==> src/sgr_pkg.sv <==
package sgr_pkg;

  localparam int MAX_PENDING_DEF = 32;

  localparam logic [7:0] CH_ESC      = 8'h1B;
  localparam logic [7:0] CH_LBRACKET = 8'h5B;
  localparam logic [7:0] CH_SEMI     = 8'h3B;
  localparam logic [7:0] CH_M        = 8'h6D;
  localparam logic [7:0] CH_ZERO     = 8'h30;
  localparam logic [7:0] CH_NINE     = 8'h39;

  localparam logic [7:0] SGR_BOLD    = 8'd1;
  localparam logic [7:0] SGR_FG_LO   = 8'd30;
  localparam logic [7:0] SGR_FG_HI   = 8'd37;
  localparam logic [7:0] SGR_FGB_LO  = 8'd90;
  localparam logic [7:0] SGR_FGB_HI  = 8'd97;
  localparam logic [7:0] SGR_BG_LO   = 8'd40;
  localparam logic [7:0] SGR_BG_HI   = 8'd47;
  localparam logic [7:0] SGR_BGB_LO  = 8'd100;
  localparam logic [7:0] SGR_BGB_HI  = 8'd107;

  localparam logic [4:0] FG_DEFAULT  = 5'd16;
  localparam logic [3:0] BG_WHITE    = 4'd8;
  localparam logic [3:0] BG_NONE     = 4'd9;
  localparam logic [4:0] FG_MAX      = 5'd16;

  typedef struct packed {
    logic [4:0] fg;
    logic [3:0] bg;
    logic       bold;
  } attr_t;

  typedef enum logic [2:0] {
    PH_IDLE  = 3'b001,
    PH_ESC   = 3'b010,
    PH_PARAM = 3'b100
  } phase_t;

  // controller to datapath
  typedef struct packed {
    logic take;
    logic exec;
    logic rep_load;
    logic tail_load;
    logic finish;
  } cmd_t;

  // datapath to controller
  typedef struct packed {
    logic exec_replay;
    logic exec_tail;
    logic tail_pending;
    logic rep_at_last;
    logic slot_free;
  } stat_t;

  function automatic attr_t apply_seg(attr_t a, logic [7:0] v, logic nonempty);
    attr_t      r;
    logic [7:0] off;
    r   = a;
    off = '0;
    if (nonempty) begin
      if (v == SGR_BOLD) begin
        r.bold = 1'b1;
      end else if (v >= SGR_FG_LO && v <= SGR_FG_HI) begin
        off  = v - SGR_FG_LO;
        r.fg = {2'b00, off[2:0]};
      end else if (v >= SGR_FGB_LO && v <= SGR_FGB_HI) begin
        off  = v - SGR_FGB_LO;
        r.fg = {2'b01, off[2:0]};
      end else if (v >= SGR_BG_LO && v <= SGR_BG_HI) begin
        off  = v - SGR_BG_LO;
        r.bg = {1'b0, off[2:0]};
      end else if (v >= SGR_BGB_LO && v <= SGR_BGB_HI) begin
        r.bg = BG_NONE;
      end
    end
    return r;
  endfunction

endpackage

==> src/sgr_ctrl.sv <==
module sgr_ctrl (
  input  logic          clk,
  input  logic          rst,
  input  logic          in_valid,
  output logic          in_stall,
  input  sgr_pkg::stat_t st,
  output sgr_pkg::cmd_t  cmd
);

  typedef enum logic [3:0] {
    S_IDLE   = 4'b0001,
    S_EXEC   = 4'b0010,
    S_REPLAY = 4'b0100,
    S_TAIL   = 4'b1000
  } state_t;

  state_t state, state_next;

  always_ff @(posedge clk) begin
    if (rst) begin
      state <= S_IDLE;
    end else begin
      state <= state_next;
    end
  end

  assign in_stall = (state != S_IDLE);

  always_comb begin
    state_next = state;
    cmd        = '0;
    case (state)
      S_IDLE: begin
        if (in_valid) begin
          cmd.take   = 1'b1;
          state_next = S_EXEC;
        end
      end
      S_EXEC: begin
        cmd.exec = 1'b1;
        if (st.exec_replay) begin
          state_next = S_REPLAY;
        end else if (st.exec_tail) begin
          state_next = S_TAIL;
        end else begin
          cmd.finish = 1'b1;
          state_next = S_IDLE;
        end
      end
      S_REPLAY: begin
        if (st.slot_free) begin
          cmd.rep_load = 1'b1;
          if (st.rep_at_last) begin
            if (st.tail_pending) begin
              state_next = S_TAIL;
            end else begin
              cmd.finish = 1'b1;
              state_next = S_IDLE;
            end
          end
        end
      end
      S_TAIL: begin
        if (st.slot_free) begin
          cmd.tail_load = 1'b1;
          cmd.finish    = 1'b1;
          state_next    = S_IDLE;
        end
      end
      default: begin
        state_next = S_IDLE;
      end
    endcase
  end

endmodule

==> src/sgr_dp.sv <==
module sgr_dp #(
  parameter int MAX_PENDING = sgr_pkg::MAX_PENDING_DEF
) (
  input  logic           clk,
  input  logic           rst,
  input  sgr_pkg::cmd_t  cmd,
  output sgr_pkg::stat_t st,
  input  logic [7:0]     char_in,
  input  logic           chunk_end,
  output logic           out_valid,
  input  logic           out_stall,
  output logic [7:0]     char_out,
  output logic [4:0]     fg_index,
  output logic [3:0]     bg_index,
  output logic           bold,
  output logic           run_last
);

  localparam int CW = $clog2(MAX_PENDING + 1);
  localparam int AW = $clog2(MAX_PENDING);

  logic [7:0] mem [MAX_PENDING];
  logic [7:0] rd_data;

  sgr_pkg::phase_t phase;
  logic [CW-1:0]   cnt;
  sgr_pkg::attr_t  committed, shadow;
  logic [7:0]      seg_val;
  logic            seg_ne;
  logic            rst_form;

  logic [7:0]    cur_char;
  logic          cur_end;
  logic          tail_valid;
  logic          brk_q;
  logic [AW-1:0] rep_last;
  logic [AW-1:0] ridx, ridx_next;

  logic          is_esc, is_lb, is_digit, is_semi, is_m, full;
  logic          idle_ph, store, commit, brk, brk_sel, start_now;
  logic [CW-1:0] cnt_m1;
  logic [11:0]   seg_wide;
  logic [7:0]    seg_next;
  logic [3:0]    digit;
  logic          wr_en;
  logic [AW-1:0] wr_addr;
  logic          out_load;

  sgr_pkg::attr_t reset_attr, chunk_attr;

  assign reset_attr = '{fg: sgr_pkg::FG_DEFAULT, bg: sgr_pkg::BG_NONE, bold: 1'b0};
  assign chunk_attr = '{fg: sgr_pkg::FG_DEFAULT, bg: sgr_pkg::BG_WHITE, bold: 1'b0};

  // byte classes
  assign is_esc   = (cur_char == sgr_pkg::CH_ESC);
  assign is_lb    = (cur_char == sgr_pkg::CH_LBRACKET);
  assign is_semi  = (cur_char == sgr_pkg::CH_SEMI);
  assign is_m     = (cur_char == sgr_pkg::CH_M);
  assign is_digit = (cur_char >= sgr_pkg::CH_ZERO) && (cur_char <= sgr_pkg::CH_NINE);
  assign full     = (cnt >= CW'(MAX_PENDING));

  assign idle_ph = !(phase == sgr_pkg::PH_ESC || phase == sgr_pkg::PH_PARAM);
  assign store   = !full && ((phase == sgr_pkg::PH_ESC && is_lb) ||
                             (phase == sgr_pkg::PH_PARAM && (is_digit || is_semi)));
  assign commit  = (phase == sgr_pkg::PH_PARAM) && is_m;
  assign brk     = !idle_ph && !store && !commit;
  assign brk_sel = cmd.exec ? brk : brk_q;

  assign cnt_m1   = cnt - CW'(1);
  // digit characters carry their value in the low nibble
  assign digit    = cur_char[3:0];
  assign seg_wide = ({4'b0, seg_val} << 3) + ({4'b0, seg_val} << 1) + {8'b0, digit};
  assign seg_next = (seg_wide > 12'd255) ? 8'hFF : seg_wide[7:0];

  // a new sequence opens on an escape unless the chunk ends with it
  assign start_now = is_esc && !cur_end &&
                     ((cmd.exec && idle_ph) || (cmd.finish && brk_sel));

  assign st.exec_replay  = brk || (store && cur_end);
  assign st.exec_tail    = (idle_ph || brk) && (!is_esc || cur_end);
  assign st.tail_pending = tail_valid;
  assign st.rep_at_last  = (ridx == rep_last);
  assign st.slot_free    = !out_valid || !out_stall;

  assign out_load = cmd.rep_load || cmd.tail_load;

  always_comb begin
    ridx_next = ridx;
    if (cmd.exec) begin
      ridx_next = '0;
    end else if (cmd.rep_load && !st.rep_at_last) begin
      ridx_next = ridx + AW'(1);
    end
  end

  assign wr_en   = (cmd.exec && store) || start_now;
  assign wr_addr = (cmd.exec && store) ? cnt[AW-1:0] : '0;

  // pending byte store, read continuously at the replay pointer
  always_ff @(posedge clk) begin
    if (wr_en) begin
      mem[wr_addr] <= cur_char;
    end
    rd_data <= mem[ridx_next];
  end

  always_ff @(posedge clk) begin
    if (rst) begin
      phase     <= sgr_pkg::PH_IDLE;
      cnt       <= '0;
      committed <= chunk_attr;
      shadow    <= chunk_attr;
      seg_val   <= '0;
      seg_ne    <= 1'b0;
      rst_form  <= 1'b1;
      out_valid <= 1'b0;
    end else begin
      if (cmd.exec) begin
        if (store) begin
          cnt <= cnt + CW'(1);
          if (phase == sgr_pkg::PH_ESC) begin
            phase <= sgr_pkg::PH_PARAM;
          end else if (is_digit) begin
            rst_form <= rst_form && (cnt == CW'(2)) && (cur_char == sgr_pkg::CH_ZERO);
            seg_val  <= seg_next;
            seg_ne   <= 1'b1;
          end else begin
            rst_form <= 1'b0;
            shadow   <= sgr_pkg::apply_seg(shadow, seg_val, seg_ne);
            seg_val  <= '0;
            seg_ne   <= 1'b0;
          end
        end else if (commit) begin
          phase     <= sgr_pkg::PH_IDLE;
          cnt       <= '0;
          committed <= rst_form ? reset_attr : sgr_pkg::apply_seg(shadow, seg_val, seg_ne);
        end
      end
      if (cmd.finish && brk_sel) begin
        phase <= sgr_pkg::PH_IDLE;
        cnt   <= '0;
      end
      if (start_now) begin
        phase    <= sgr_pkg::PH_ESC;
        cnt      <= CW'(1);
        shadow   <= committed;
        seg_val  <= '0;
        seg_ne   <= 1'b0;
        rst_form <= 1'b1;
      end
      if (cmd.finish && cur_end) begin
        phase     <= sgr_pkg::PH_IDLE;
        cnt       <= '0;
        committed <= chunk_attr;
      end
      if (out_load) begin
        out_valid <= 1'b1;
      end else if (!out_stall) begin
        out_valid <= 1'b0;
      end
    end
  end

  always_ff @(posedge clk) begin
    if (cmd.take) begin
      cur_char <= char_in;
      cur_end  <= chunk_end;
    end
    if (cmd.exec) begin
      tail_valid <= st.exec_tail;
      brk_q      <= brk;
      rep_last   <= brk ? cnt_m1[AW-1:0] : cnt[AW-1:0];
    end
    ridx <= ridx_next;
    if (out_load) begin
      char_out <= cmd.tail_load ? cur_char : rd_data;
      fg_index <= committed.fg;
      bg_index <= committed.bg;
      bold     <= committed.bold;
      run_last <= cmd.tail_load || (!tail_valid && st.rep_at_last);
    end
  end

endmodule

==> src/ansi_sgr_color_parser_core.sv <==
// terminal text filter: strips ESC [ params m colour sequences and tags each shown byte
// input channel: in_valid / in_stall with char_in and chunk_end, one byte per transfer
// output channel: out_valid / out_stall with char_out, fg_index, bg_index, bold, run_last
// each input byte gives zero or more output transfers; run_last marks the final one
// a byte is taken, decoded in the next cycle, then its results go out one per cycle while the output is not stalled
// plain byte: decoded in S_EXEC, loaded into the output register from S_TAIL, then the next byte is taken
// byte absorbed into a sequence: no output, the controller goes from S_EXEC straight back to S_IDLE
// broken, overlong or chunk-ending sequence: the pending bytes are replayed one at a time
// from S_REPLAY, as the pending store has one read port
// in_stall is high from the cycle after a transfer until the byte is done, with its last result loaded if it has any
// while out_stall is high the output register holds its transfer and further result loads wait
// reset: no sequence pending, foreground default, background white, bold off;
// chunk end returns the attributes to that state after flushing what is pending
module ansi_sgr_color_parser_core #(
  parameter int MAX_PENDING = sgr_pkg::MAX_PENDING_DEF
) (
  input  logic       clk,
  input  logic       rst,
  input  logic       in_valid,
  output logic       in_stall,
  input  logic [7:0] char_in,
  input  logic       chunk_end,
  output logic       out_valid,
  input  logic       out_stall,
  output logic [7:0] char_out,
  output logic [4:0] fg_index,
  output logic [3:0] bg_index,
  output logic       bold,
  output logic       run_last
);

  sgr_pkg::cmd_t  cmd;
  sgr_pkg::stat_t st;

  sgr_ctrl u_ctrl (
    .clk      (clk),
    .rst      (rst),
    .in_valid (in_valid),
    .in_stall (in_stall),
    .st       (st),
    .cmd      (cmd)
  );

  sgr_dp #(
    .MAX_PENDING (MAX_PENDING)
  ) u_dp (
    .clk       (clk),
    .rst       (rst),
    .cmd       (cmd),
    .st        (st),
    .char_in   (char_in),
    .chunk_end (chunk_end),
    .out_valid (out_valid),
    .out_stall (out_stall),
    .char_out  (char_out),
    .fg_index  (fg_index),
    .bg_index  (bg_index),
    .bold      (bold),
    .run_last  (run_last)
  );

endmodule

==> config.mk <==
export PLATFORM = sky130hd
export DESIGN_NAME = ansi_sgr_color_parser_core
export DESIGN_NICKNAME = d
export VERILOG_FILES = /design/src/sgr_pkg.sv /design/src/sgr_ctrl.sv /design/src/sgr_dp.sv /design/src/ansi_sgr_color_parser_core.sv
export SDC_FILE = /design/constraint.sdc
export NUM_CORES = 1
export LEC_CHECK = 0
export BUFFER_PORTS_ARGS = -buffer_cell sky130_fd_sc_hd__buf_2
export CAP_MARGIN = 20
export CORE_MARGIN = 2
export CORE_UTILIZATION = 50
export CTS_BUF_LIST = sky130_fd_sc_hd__clkbuf_8
export CTS_CLUSTER_SIZE = 8
export DETAILED_ROUTE_END_ITERATION = 6
export PLACE_DENSITY = 0.75
export SLEW_MARGIN = 40
export SYNTH_ARGS = -nofsm -noshare
export SYNTH_HDL_FRONTEND = slang
export SYNTH_SLANG_ARGS = --single-unit
==> constraint.sdc <==
create_clock -name clk -period 3.8 [get_ports clk]
set_clock_uncertainty 0.1 [all_clocks]
set_input_delay 1.14 -clock clk [delete_from_list [all_inputs] [get_ports clk]]
set_output_delay 1.14 -clock clk [all_outputs]
set_load 0.01 [all_outputs]
Word-level counts from Yosys, hierarchy flattened
Memory sizes are Yosys's and may differ from the RTL's. A register that Yosys moved wholly into a read port is not among the register bits.
Cells that the tools add are included.

storage, ports and cells
  register bits = 84
  bits in writable memories = 256
  bits of input ports = 13
  output and inout port bits = 21
  logic and storage cells = 194
  memories kept = 1

cells by class
  $add $sub $neg = 8
  order comparisons = 12
  equal/unequal tests = 24
  muxes and demuxes = 61
  bitwise operators = 2
  reduce and logical (&&, ||, !) cells = 60

memory list
  name      words  bits a word  read ports  clocked after memory_dff  wr ports  RTL line      source
  u_dp.mem  32     8            1           1                         1         sgr_dp.sv:22  logic [7:0] mem [MAX_PENDING];

operator list
  kind                                                                               number
  10-bit 2-to-1 mux                                                                  7
  4-bit 2-to-1 mux                                                                   11
  5-bit 2-to-1 mux                                                                   6
  8-bit by 6-bit less-or-equal comparator with 1-bit output (second input constant)  3
  8-bit 2-to-1 mux                                                                   3
  1-bit logical AND                                                                  23
  1-bit 2-to-1 mux                                                                   22
  8-bit by 6-bit == test with 1-bit output (second input constant)                   2
  8-bit by 7-bit == test with 1-bit output (second input constant)                   2
  8-bit by 6-bit >= comparator with 1-bit output (second input constant)             2
  8-bit by 7-bit >= comparator with 1-bit output (second input constant)             2
  8-bit by 7-bit less-or-equal comparator with 1-bit output (second input constant)  2
  4-bit one-hot mux with 4 select lines                                              1
  11-bit by 9-bit adder with 12-bit output                                           1
  12-bit by 4-bit adder with 12-bit output                                           1
  12-bit by 8-bit greater-than comparator with 1-bit output (second input constant)  1
  6-bit 2-to-1 mux                                                                   2
  3-bit AND reduction                                                                4
  1-bit logical OR                                                                   11
  1-bit zero test                                                                    10
  2-bit inequality test (second input constant)                                      5
  3-bit 2-to-1 mux                                                                   3
  9-bit 2-to-1 mux                                                                   1
  8-bit by 1-bit == test with 1-bit output (second input constant)                   1
  other kinds (30)                                                                   41

Logic depth before layout (Yosys ltp)
Gate-level depths: netlist (run 1).

  word-level depth = 20
  depth in mapped cells = 13
  depth with buffers taken out = 12

Hierarchy
From an unflattened synthesis (run 1), not the netlist that was laid out.

unflattened totals
  cell total of the unflattened synthesis = 1219
  area, all modules = 15157.0 sq um

modules (own cells, without submodules)
  module    instances  cells an instance  area each (sq um)  sequential area each (sq um)
  sgr_dp    1          1177               14797.9            9789.4
  sgr_ctrl  1          42                 359.1              80.1

Worst setup path before layout (run 1)
No wires, ideal clock.

  path kind = input -> register
  start point = input port out_stall
  end point = memory u_dp.mem[12][0], enable pin
  setup time = 0.383 ns
  data arrival time = 3.056 ns
  data required time = 3.317 ns
  path slack = 0.260 ns
  stages on the path = 8
  buffers on the path = 0
  cell sequence = nand2_1 > nand2_1 > o31a_1 > nor3_4 > a21oi_2 > nor4b_1 > a31oi_1 > nor3_1

between the ends
  longest elaborated chain between the ends = 10
  elaborated cells between the ends (all ways) = 11
  classes of those cells = mux: 5; reduce/logical: 6

RTL lines
  element                                                      RTL line                          source
  start: declaration                                           ansi_sgr_color_parser_core.sv:24  input logic out_stall,
  1-bit zero test (*)                                          sgr_dp.sv:83                      assign st.slot_free = !out_valid || !out_stall;
  1-bit logical OR (*)                                         sgr_dp.sv:83
  2-bit 2-to-1 mux / 1-bit 2-to-1 mux (equally long branches)  sgr_ctrl.sv:64, sgr_ctrl.sv:51
  1-bit one-hot mux with 3 select lines (*)                    sgr_ctrl.sv:32                    case (state)
  1-bit logical AND (*)                                        sgr_dp.sv:77                      ((cmd.exec && idle_ph) || (cmd.finish && brk_sel));
  1-bit logical OR (*)                                         sgr_dp.sv:77
  1-bit logical AND (*)                                        sgr_dp.sv:76                      assign start_now = is_esc && !cur_end &&
  1-bit logical OR (*)                                         sgr_dp.sv:96                      assign wr_en = (cmd.exec && store) || start_now;
  1-bit 2-to-1 mux (*)                                         sgr_dp.sv:101                     if (wr_en) begin
  1-bit 2-to-1 mux (not written as such) (*)                   sgr_dp.sv:102                     mem[wr_addr] <= cur_char;
  end: declaration                                             sgr_dp.sv:22

Mark *: on every way between the ends. The rest lies on a longest branch, timed or not.

Final worst setup path (run 1)
  start point = register u_dp.cur_char[3]
  end point = memory u_dp.mem[19][2], enable pin

between the ends
  longest elaborated chain between the ends = 20
  elaborated cells between the ends (all ways) = 36
  classes of those cells = order compare: 2; eq/ne: 4; mux: 7; reduce/logical: 23

RTL lines
  element                                                                                                                             RTL line        source
  start: declaration                                                                                                                  sgr_dp.sv:32    logic [7:0] cur_char;
  start signal: assignment                                                                                                            sgr_dp.sv:166   cur_char <= char_in;
  8-bit by 6-bit >= comparator with 1-bit output / 8-bit by 6-bit less-or-equal comparator with 1-bit output (equally long branches)  sgr_dp.sv:59    assign is_digit = (cur_char >= sgr_pkg::CH_ZERO) && (cur_char <= sgr_pkg::CH_NINE);
  1-bit logical AND                                                                                                                   sgr_dp.sv:59
  1-bit logical OR                                                                                                                    sgr_dp.sv:64    (phase == sgr_pkg::PH_PARAM && (is_digit || is_semi)));
  1-bit logical AND                                                                                                                   sgr_dp.sv:64
  1-bit logical OR                                                                                                                    sgr_dp.sv:63    assign store = !full && ((phase == sgr_pkg::PH_ESC && is_lb) ||
  1-bit logical AND                                                                                                                   sgr_dp.sv:63
  1-bit zero test                                                                                                                     sgr_dp.sv:66    assign brk = !idle_ph && !store && !commit;
  1-bit logical AND (2 in series)                                                                                                     sgr_dp.sv:66
  [3 not listed]                                                                                                                      -
  1-bit 2-to-1 mux                                                                                                                    sgr_ctrl.sv:41  if (st.exec_replay) begin
  1-bit one-hot mux with 3 select lines                                                                                               sgr_ctrl.sv:32
  1-bit logical AND                                                                                                                   sgr_dp.sv:77
  1-bit logical OR                                                                                                                    sgr_dp.sv:77
  1-bit logical AND                                                                                                                   sgr_dp.sv:76
  1-bit logical OR                                                                                                                    sgr_dp.sv:96
  1-bit 2-to-1 mux                                                                                                                    sgr_dp.sv:101
  1-bit 2-to-1 mux (not written as such)                                                                                              sgr_dp.sv:102

Parallel ways exist; a longest one is shown, timed or not.

==> results of run 1 <==
cell type report:
type / count / share of cell area (%)
clock buffer: 57 / 4.60
clock inverter: 38 / 0.894
inverter: 27 / 0.608
multi-input combinational: 770 / 28.6
sequential: 348 / 57.8
tap: 390 / 2.86
timing repair buffer: 113 / 4.63
report_power, final:
part,switching [mW],internal (mW)
Combinational,0.166,0.0924
Clock,1.38,1.37
Sequential,0.0358,4.17
worst max-delay path, stage by stage, from the launching register on:
cell	delay, ns
edfxtp_1	0.41
buf_4	0.25
and2_1	0.20
nand4_1	0.20
nor3_1	0.37
nor2_1	0.16
nor2_2	0.19
nand3_1	0.50
nor2_1	0.79
stage by stage:
stage,cells,TNS (ns)
3_3_place_gp,1648,0
3_5_place_dp,1648,0
2_1_floorplan,1210,0
5_1_grt,1743,-0.101
4_1_cts,1743,0
6_report,1743,0
logic make-up after synthesis:
kind of cell	after synthesis	synth area share (%)
AND/OR/NAND/NOR	427	13.5
flip-flops	348	64.9
AO/OA/AOI/OAI	253	12.1
buffers and inverters	92	3.02
multiplexers	52	3.52
adder cells (fa/ha/maj)	24	2.07
XOR/XNOR	14	0.807
state kept, by name (all words and copies together) (netlist names), 6 cells and up:
signal          cells
u_dp.cur_char       8
u_dp.committed     10
u_dp.mem          256
u_dp.rd_data        8
u_dp.cnt            6
u_dp.seg_val        8
u_dp.shadow        10
u_dp.char_out       8
cell usage in the layout, fill, tap and decap left out, types with 5 or more instances in the layout:
cell        n
edfxtp_1  290
nand2_1   168
buf_4      78
nor2_1     73
a21oi_1    67
nand3_1    58
dfxtp_1    58
clkbuf_8   57
inv_1      52
mux2i_1    43
buf_2      33
a31oi_1    25
o21ai_0    22
ha_1       22
a22oi_1    18
nor3_1     16
nand2b_1   15
and2_1     14
nor2b_1    12
xnor2_1    11
nor2_2     11
a22o_1     11
nand4_1    11
nor4_1     11
o211ai_1   10
o211a_1    10
a221oi_1   10
a211oi_1    8
a32oi_1     8
nand3b_1    8
mux2_2      8
a211oi_2    7
o221ai_1    7
a311o_1     7
clkinv_1    5
a21o_1      5
o21a_1      5
path summary, 6_finish.rpt:
path	from	endpoint	slack, ns	depth (start not counted)
min	u_dp.committed[0]$_SDFFE_PP0P_	u_dp.bold$_DFFE_PP_	0.38	0
min reg2reg	u_dp.committed[0]$_SDFFE_PP0P_	u_dp.bold$_DFFE_PP_	0.38	0
max reg2reg	u_dp.cur_char[3]$_DFFE_PP_	u_dp.mem[19][2]$_DFFE_PP_	0.26	8
max	u_dp.cur_char[3]$_DFFE_PP_	u_dp.mem[19][2]$_DFFE_PP_	0.26	8
per-layer routing:
layer | track usage [%] | part of all wire, %
met1 | 31.4 | 42
met3 | 4.28 | 7.6
met2 | 37.6 | 48
met5 | 0 | 0
met4 | 8.84 | 3.1
==> metrics.log, run 1 <==
INFO  metric outcome = complete, no violations
INFO  metric first_iter_violations = 1071
INFO  metric detail_route.drc_violations = 0
INFO  metric netlist_top_cells_area = edfxtp_1 (57%), dfxtp_1 (7.6%), nand2_1 (4.1%), mux2i_1 (2.8%), a21oi_1 (2.2%)
INFO  metric ioPinCount = 34
INFO  metric cp.arrival = 3.63 ns
INFO  metric synthArstFlopShare = 0%
INFO  metric worst_slew_pin_slew = 0.812 ns
INFO  metric synth.cells.most_frequent = edfxtp_1 (290), nand2_1 (168), nor2_1 (78)
INFO  metric n_fill_cell = 2399
INFO  metric vdd_ir_drop_max = 0.000255 V
INFO  metric detailedPlace.worstSlack = around 0.24 ns
INFO  metric postLayoutCellArea = 0.0171 mm^2
INFO  metric post_cts_buffers = 0
INFO  metric holdBufCountCts = 0
INFO  metric detailed_place.area = 0.0161 mm^2
INFO  metric hold_class = flop to flop
INFO  metric crit_type = flop to flop
INFO  metric max_clock_freq = 0.282 GHz
INFO  metric wirelength = 36600 um
INFO  metric setup_viol = 0
INFO  metric post_cts_resized = 0
INFO  metric vias_per_cell = approximately 6
INFO  metric area_growth = 12.3%
INFO  metric cap_violations = 0
INFO  metric finalWorstPathRequiredPeriod = 3.54 ns
INFO  metric via_count_of_the_first_global_routing_pass = between 10000 and 15000
INFO  metric ffs_latches_synth = 348
INFO  metric post_drt_wl_per_cell = 21.0 um
INFO  metric grt_max_degree = 40
INFO  metric design.core.area = about 0.030 mm^2
INFO  metric timing.critical_path.required = 3.89 ns
INFO  metric clkSlewWorstSetupHoldPaths = 0.06 ns
INFO  metric share_of_the_yosys_chip_area_belonging_to_registers = 64.9%
INFO  metric grt_setup_unrepaired = true
INFO  metric antenna-diode-count = 0
INFO  metric area_fraction_of_the_dominant_cell_type_after_synthesis = 57.3%
INFO  metric finalCoreUtilization = 57.3%
INFO  metric dr_total_vias = 10500
INFO  metric syn_inst = 1210
INFO  metric die_width = roughly 180 um
INFO  metric worst_path_maximum_fanout = 14
INFO  metric fin_nets = ~1400
INFO  metric clockRootBuffer = clkbuf_8
INFO  metric grt_pass1_wl = 56500 um
INFO  metric clk_latency = 0.59 ns
INFO  metric synth_enable_flop_cells = 290
INFO  metric worst_slack = 0.257 ns
INFO  metric cts_tree = yes
INFO  metric netlist.top_cell.by_area = edfxtp_1
INFO  metric synthesis.yosys.warnings = 0
INFO  metric ys_dominant_reg_cell = edfxtp_1
INFO  metric cellLeakagePower = 5.97 nW
INFO  metric drt_first_pass_iters = 6
INFO  metric holdWs = 0.376 ns
INFO  metric cts.sink_count = 348
INFO  metric grt.total_usage = 23.3%
INFO  metric synth_fp_nets = about 1200
INFO  metric synth_area_per_cell = 12.6 um^2
INFO  metric p_total = 7.22 mW
INFO  metric layout-drive-gt1-share = 16.4%
INFO  metric initial_antenna_violation_count = 0
INFO  metric cts_buffer_depth = 3
INFO  metric netlist_cell_types = between 80 and 90
INFO  metric setup.worst_path.start_class = flop
INFO  metric globalRoute.totalOverflow = 0
INFO  metric detailedPlacementHpwl = roughly 24000 um
INFO  metric finalWeightedCongestion = 0.909
INFO  metric floorplan.die_area = 0.0318 mm^2
INFO  metric power.density_cell_area = approximately 420 mW/mm^2
INFO  metric htreeDepth = 2
INFO  metric sequential_cell_area = 0.00987 mm^2
INFO  metric critPathCaptureType = flop
INFO  metric post-synth-top-count-cell = edfxtp_1
INFO  metric cts-buffers-inserted = 54
INFO  metric die_y = roughly 180 um
INFO  metric finalHoldViolCount = 0
INFO  metric drt.antenna.violating_nets = 0
INFO  metric area_of_the_mapped_netlist = about 0.015 mm^2
INFO  metric row_count = 63
INFO  metric slew_violations = 0
INFO  metric start_util = 51.0%
INFO  metric ratio_of_final_minimum_period_to_clock_period = approximately 93%
INFO  metric buffer_ports.inserted = 33
INFO  metric timing.slew.headroom = approximately 46%
INFO  metric multiInputGateArea = 0.00488 mm^2
No activity file was read; power rests on OpenSTA's default activity.
==> inputs of run 2 (changes only) <==
==> constraint.sdc (replaced) <==
create_clock -name clk -period 4.35 [get_ports clk]
set_clock_uncertainty 0.1 [all_clocks]
set_input_delay 1.305 -clock clk [delete_from_list [all_inputs] [get_ports clk]]
set_output_delay 1.305 -clock clk [all_outputs]
set_load 0.01 [all_outputs]
==> run 2 against run 1 <==
Sequential share of layout area increased by 0.79 points. Sequential power decreased by 13%. First-iteration DRC count increased by 9.1%. Setup slack improved by 0.45 ns. Critical path depth decreased by 1. Non-clock buffer count decreased by 35. Global-route usage decreased by 0.18 points.
==> metrics.log, run 2 (synthesis results as in run 1) <==
INFO  metric detail_route.drc_violations = 0 (unchanged)
INFO  metric wirelength = 36500 um (-0.39%)
INFO  metric cts_tree = yes
INFO  metric leading_cell_type_in_the_layout_fill_and_taps_excluded = edfxtp_1
INFO  metric cts.sink_count = 348 (unchanged)
INFO  metric post_cts_buffers = 0 (unchanged)
INFO  metric critPathCaptureType = flop
INFO  metric finalWeightedCongestion = 0.867 (-4.7%)
INFO  metric cp.arrival = 3.74 ns (+0.11 ns)
INFO  metric clk_latency = 0.61 ns (+0.02 ns)
INFO  metric outcome = complete, no violations
INFO  metric holdWs = 0.375 ns (-0.00109 ns)
INFO  metric worst_slew_pin_slew = 0.834 ns (+0.0223 ns)
INFO  metric post_cts_resized = 0 (unchanged)
INFO  metric crit_type = flop to flop
INFO  metric setup_viol = 0 (unchanged)
INFO  metric setup.worst_path.start_class = flop
INFO  metric ratio_of_final_minimum_period_to_clock_period = 83.6% (-9.6 points)
INFO  metric setup_tns_after_final_layout = 0 ns (unchanged)
INFO  metric finalHoldViolCount = 0 (unchanged)
INFO  metric detailedPlacementHpwl = 23600 um (-2.3%)
INFO  metric grt_max_degree = 58 (+45%)
INFO  metric cts_buffer_depth = 3 (unchanged)
INFO  metric worst_path_maximum_fanout = 10 (-4)
INFO  metric clkSlewWorstSetupHoldPaths = 0.06 ns (about the same)
INFO  metric numPlacedInstances = 1613 (-2.1%)
INFO  metric max_ffs_per_register = 256 (unchanged)
INFO  metric first_iter_violations = 1168 (+9.1%)
INFO  metric design.core.area = 0.0298 mm^2 (unchanged)
INFO  metric buffer_ports.inserted = 33 (unchanged)
INFO  metric antenna-diode-count = 0 (unchanged)
INFO  metric dr_total_vias = 10300 (-1.4%)
INFO  metric grt_setup_unrepaired = false
INFO  metric drt_first_pass_iters = 6 (unchanged)
INFO  metric cap_violations = 0 (unchanged)
INFO  metric htreeDepth = 2 (unchanged)
INFO  metric vias_per_cell = 6.03 (+0.44%)
INFO  metric finalWorstPathRequiredPeriod = 3.64 ns (+0.0950 ns)
INFO  metric p_total = 6.36 mW (-12%)
INFO  metric cts-buffers-inserted = 54 (unchanged)
INFO  metric globalRoute.totalOverflow = 0 (unchanged)
INFO  metric drt.antenna.violating_nets = 0 (unchanged)
INFO  metric final_cell_count_no_fill = 1711 (-1.8%)
INFO  metric start_util = 51.0% (unchanged)
INFO  metric timing.critical_path.required = 4.45 ns (+0.56 ns)
INFO  metric power.density_cell_area = 378 mW/mm^2 (-11%)
INFO  metric holdBufCountCts = 0 (unchanged)
INFO  metric initial_antenna_violation_count = 0 (unchanged)
INFO  metric timing.slew.headroom = 44.2% (-1.5 points)
INFO  metric slew_violations = 0 (unchanged)
INFO  metric floorplan.die_area = 0.0318 mm^2 (unchanged)
INFO  metric via_count_of_the_first_global_routing_pass = 9905 (-3.1%)
INFO  metric fin_nets = 1316 (-2.6%)
INFO  metric die_width = 178 um (unchanged)
INFO  metric largest-register = u_dp.mem
INFO  metric area_growth = 10.8%
INFO  metric layout-drive-gt1-share = 14.5% (-1.9 points)
INFO  metric max_clock_freq = 0.275 GHz (-2.6%)
INFO  metric post_drt_wl_per_cell = 21.3 um (+1.5%)
INFO  metric grt.total_usage = 23.1% (-0.18 points)
INFO  metric hold_class = flop to flop
INFO  metric row_count = 63 (unchanged)
INFO  metric cellLeakagePower = 5.81 nW (-2.7%)
INFO  metric die_y = 178 um (unchanged)
INFO  metric grt_pass1_wl = 56400 um (-0.23%)
INFO  metric top_regs = u_dp.mem (256), u_dp.committed (10), u_dp.shadow (10)
INFO  metric final_cell_mix = edfxtp_1 (290), nand2_1 (168), nor2_1 (70)
INFO  metric ioPinCount = 34 (unchanged)
INFO  metric clockRootBuffer = clkbuf_8
INFO  metric vdd_ir_drop_max = 0.000211 V (-17%)
-- run 2: cell count changes in the layout (fill, tap and decap cells not counted), sizes merged --
cell	previous run	this run
buf	113	78
clkbuf	57	58
clkinv	7	12
clkinvlp	2	0
inv	56	55
-- run 2: cell type report --
| cell class | count | area [um^2] |
|---|---|---|
| multi-input combinational | 770 | 4890 |
| tap | 390 | 488 |
| clock buffer | 58 | 798 |
| sequential | 348 | 9870 |
| fill | 2403 | 13000 |
| inverter | 27 | 104 |
| timing repair buffer | 78 | 515 |
| clock inverter | 40 | 175 |
-- run 2: final timing paths --
check                                 startpoint  cells after the start                    endpoint  slack (ns)
setup / recovery      u_dp.cur_char[4]$_DFFE_PP_                      7    u_dp.mem[6][5]$_DFFE_PP_        0.71
hold reg to reg   u_dp.committed[5]$_SDFFE_PP0P_                      0  u_dp.fg_index[0]$_DFFE_PP_        0.38
setup reg to reg      u_dp.cur_char[4]$_DFFE_PP_                      7    u_dp.mem[6][5]$_DFFE_PP_        0.71
hold / removal    u_dp.committed[5]$_SDFFE_PP0P_                      0  u_dp.fg_index[0]$_DFFE_PP_        0.38
-- run 2: worst max-delay path: stages, from the launching register on --
cell,delay [ns]
edfxtp_1,0.45
nand2_1,0.10
nor4_1,0.39
and3_1,0.36
nor2_1,0.13
nor2_2,0.34
nand3_1,0.54
nor2_1,0.82
-- run 2: routing by layer --
metal	global-route usage [%]	routed length (um)	vias to the layer above
li1	-	-	4717
met4	8.81	1250	0
met5	0	0	-
met1	31.0	15000	5042
met3	3.73	2640	90
met2	37.9	17600	470
-- run 2: power by group --
part / switching, mW / total (mW) / leakage (nW) / internal [mW]
combinational: 0.144 / 0.212 / 2.13 / 0.0677
clock: 1.25 / 2.48 / 0.601 / 1.23
sequential: 0.0240 / 3.67 / 3.08 / 3.64
total: 1.42 / 6.36 / 5.81 / 4.94
-- run 2: per-stage QoR --
step	worst slack (ns)	util (%)	instance area, um^2
after CTS	0.744	56.4	16800
after detailed placement	0.327	53.2	15800
after global placement	0.414	53.2	15800
final	0.712	56.5	16800
after global routing	0.486	56.5	16800
after floorplan	0.645	-	15200
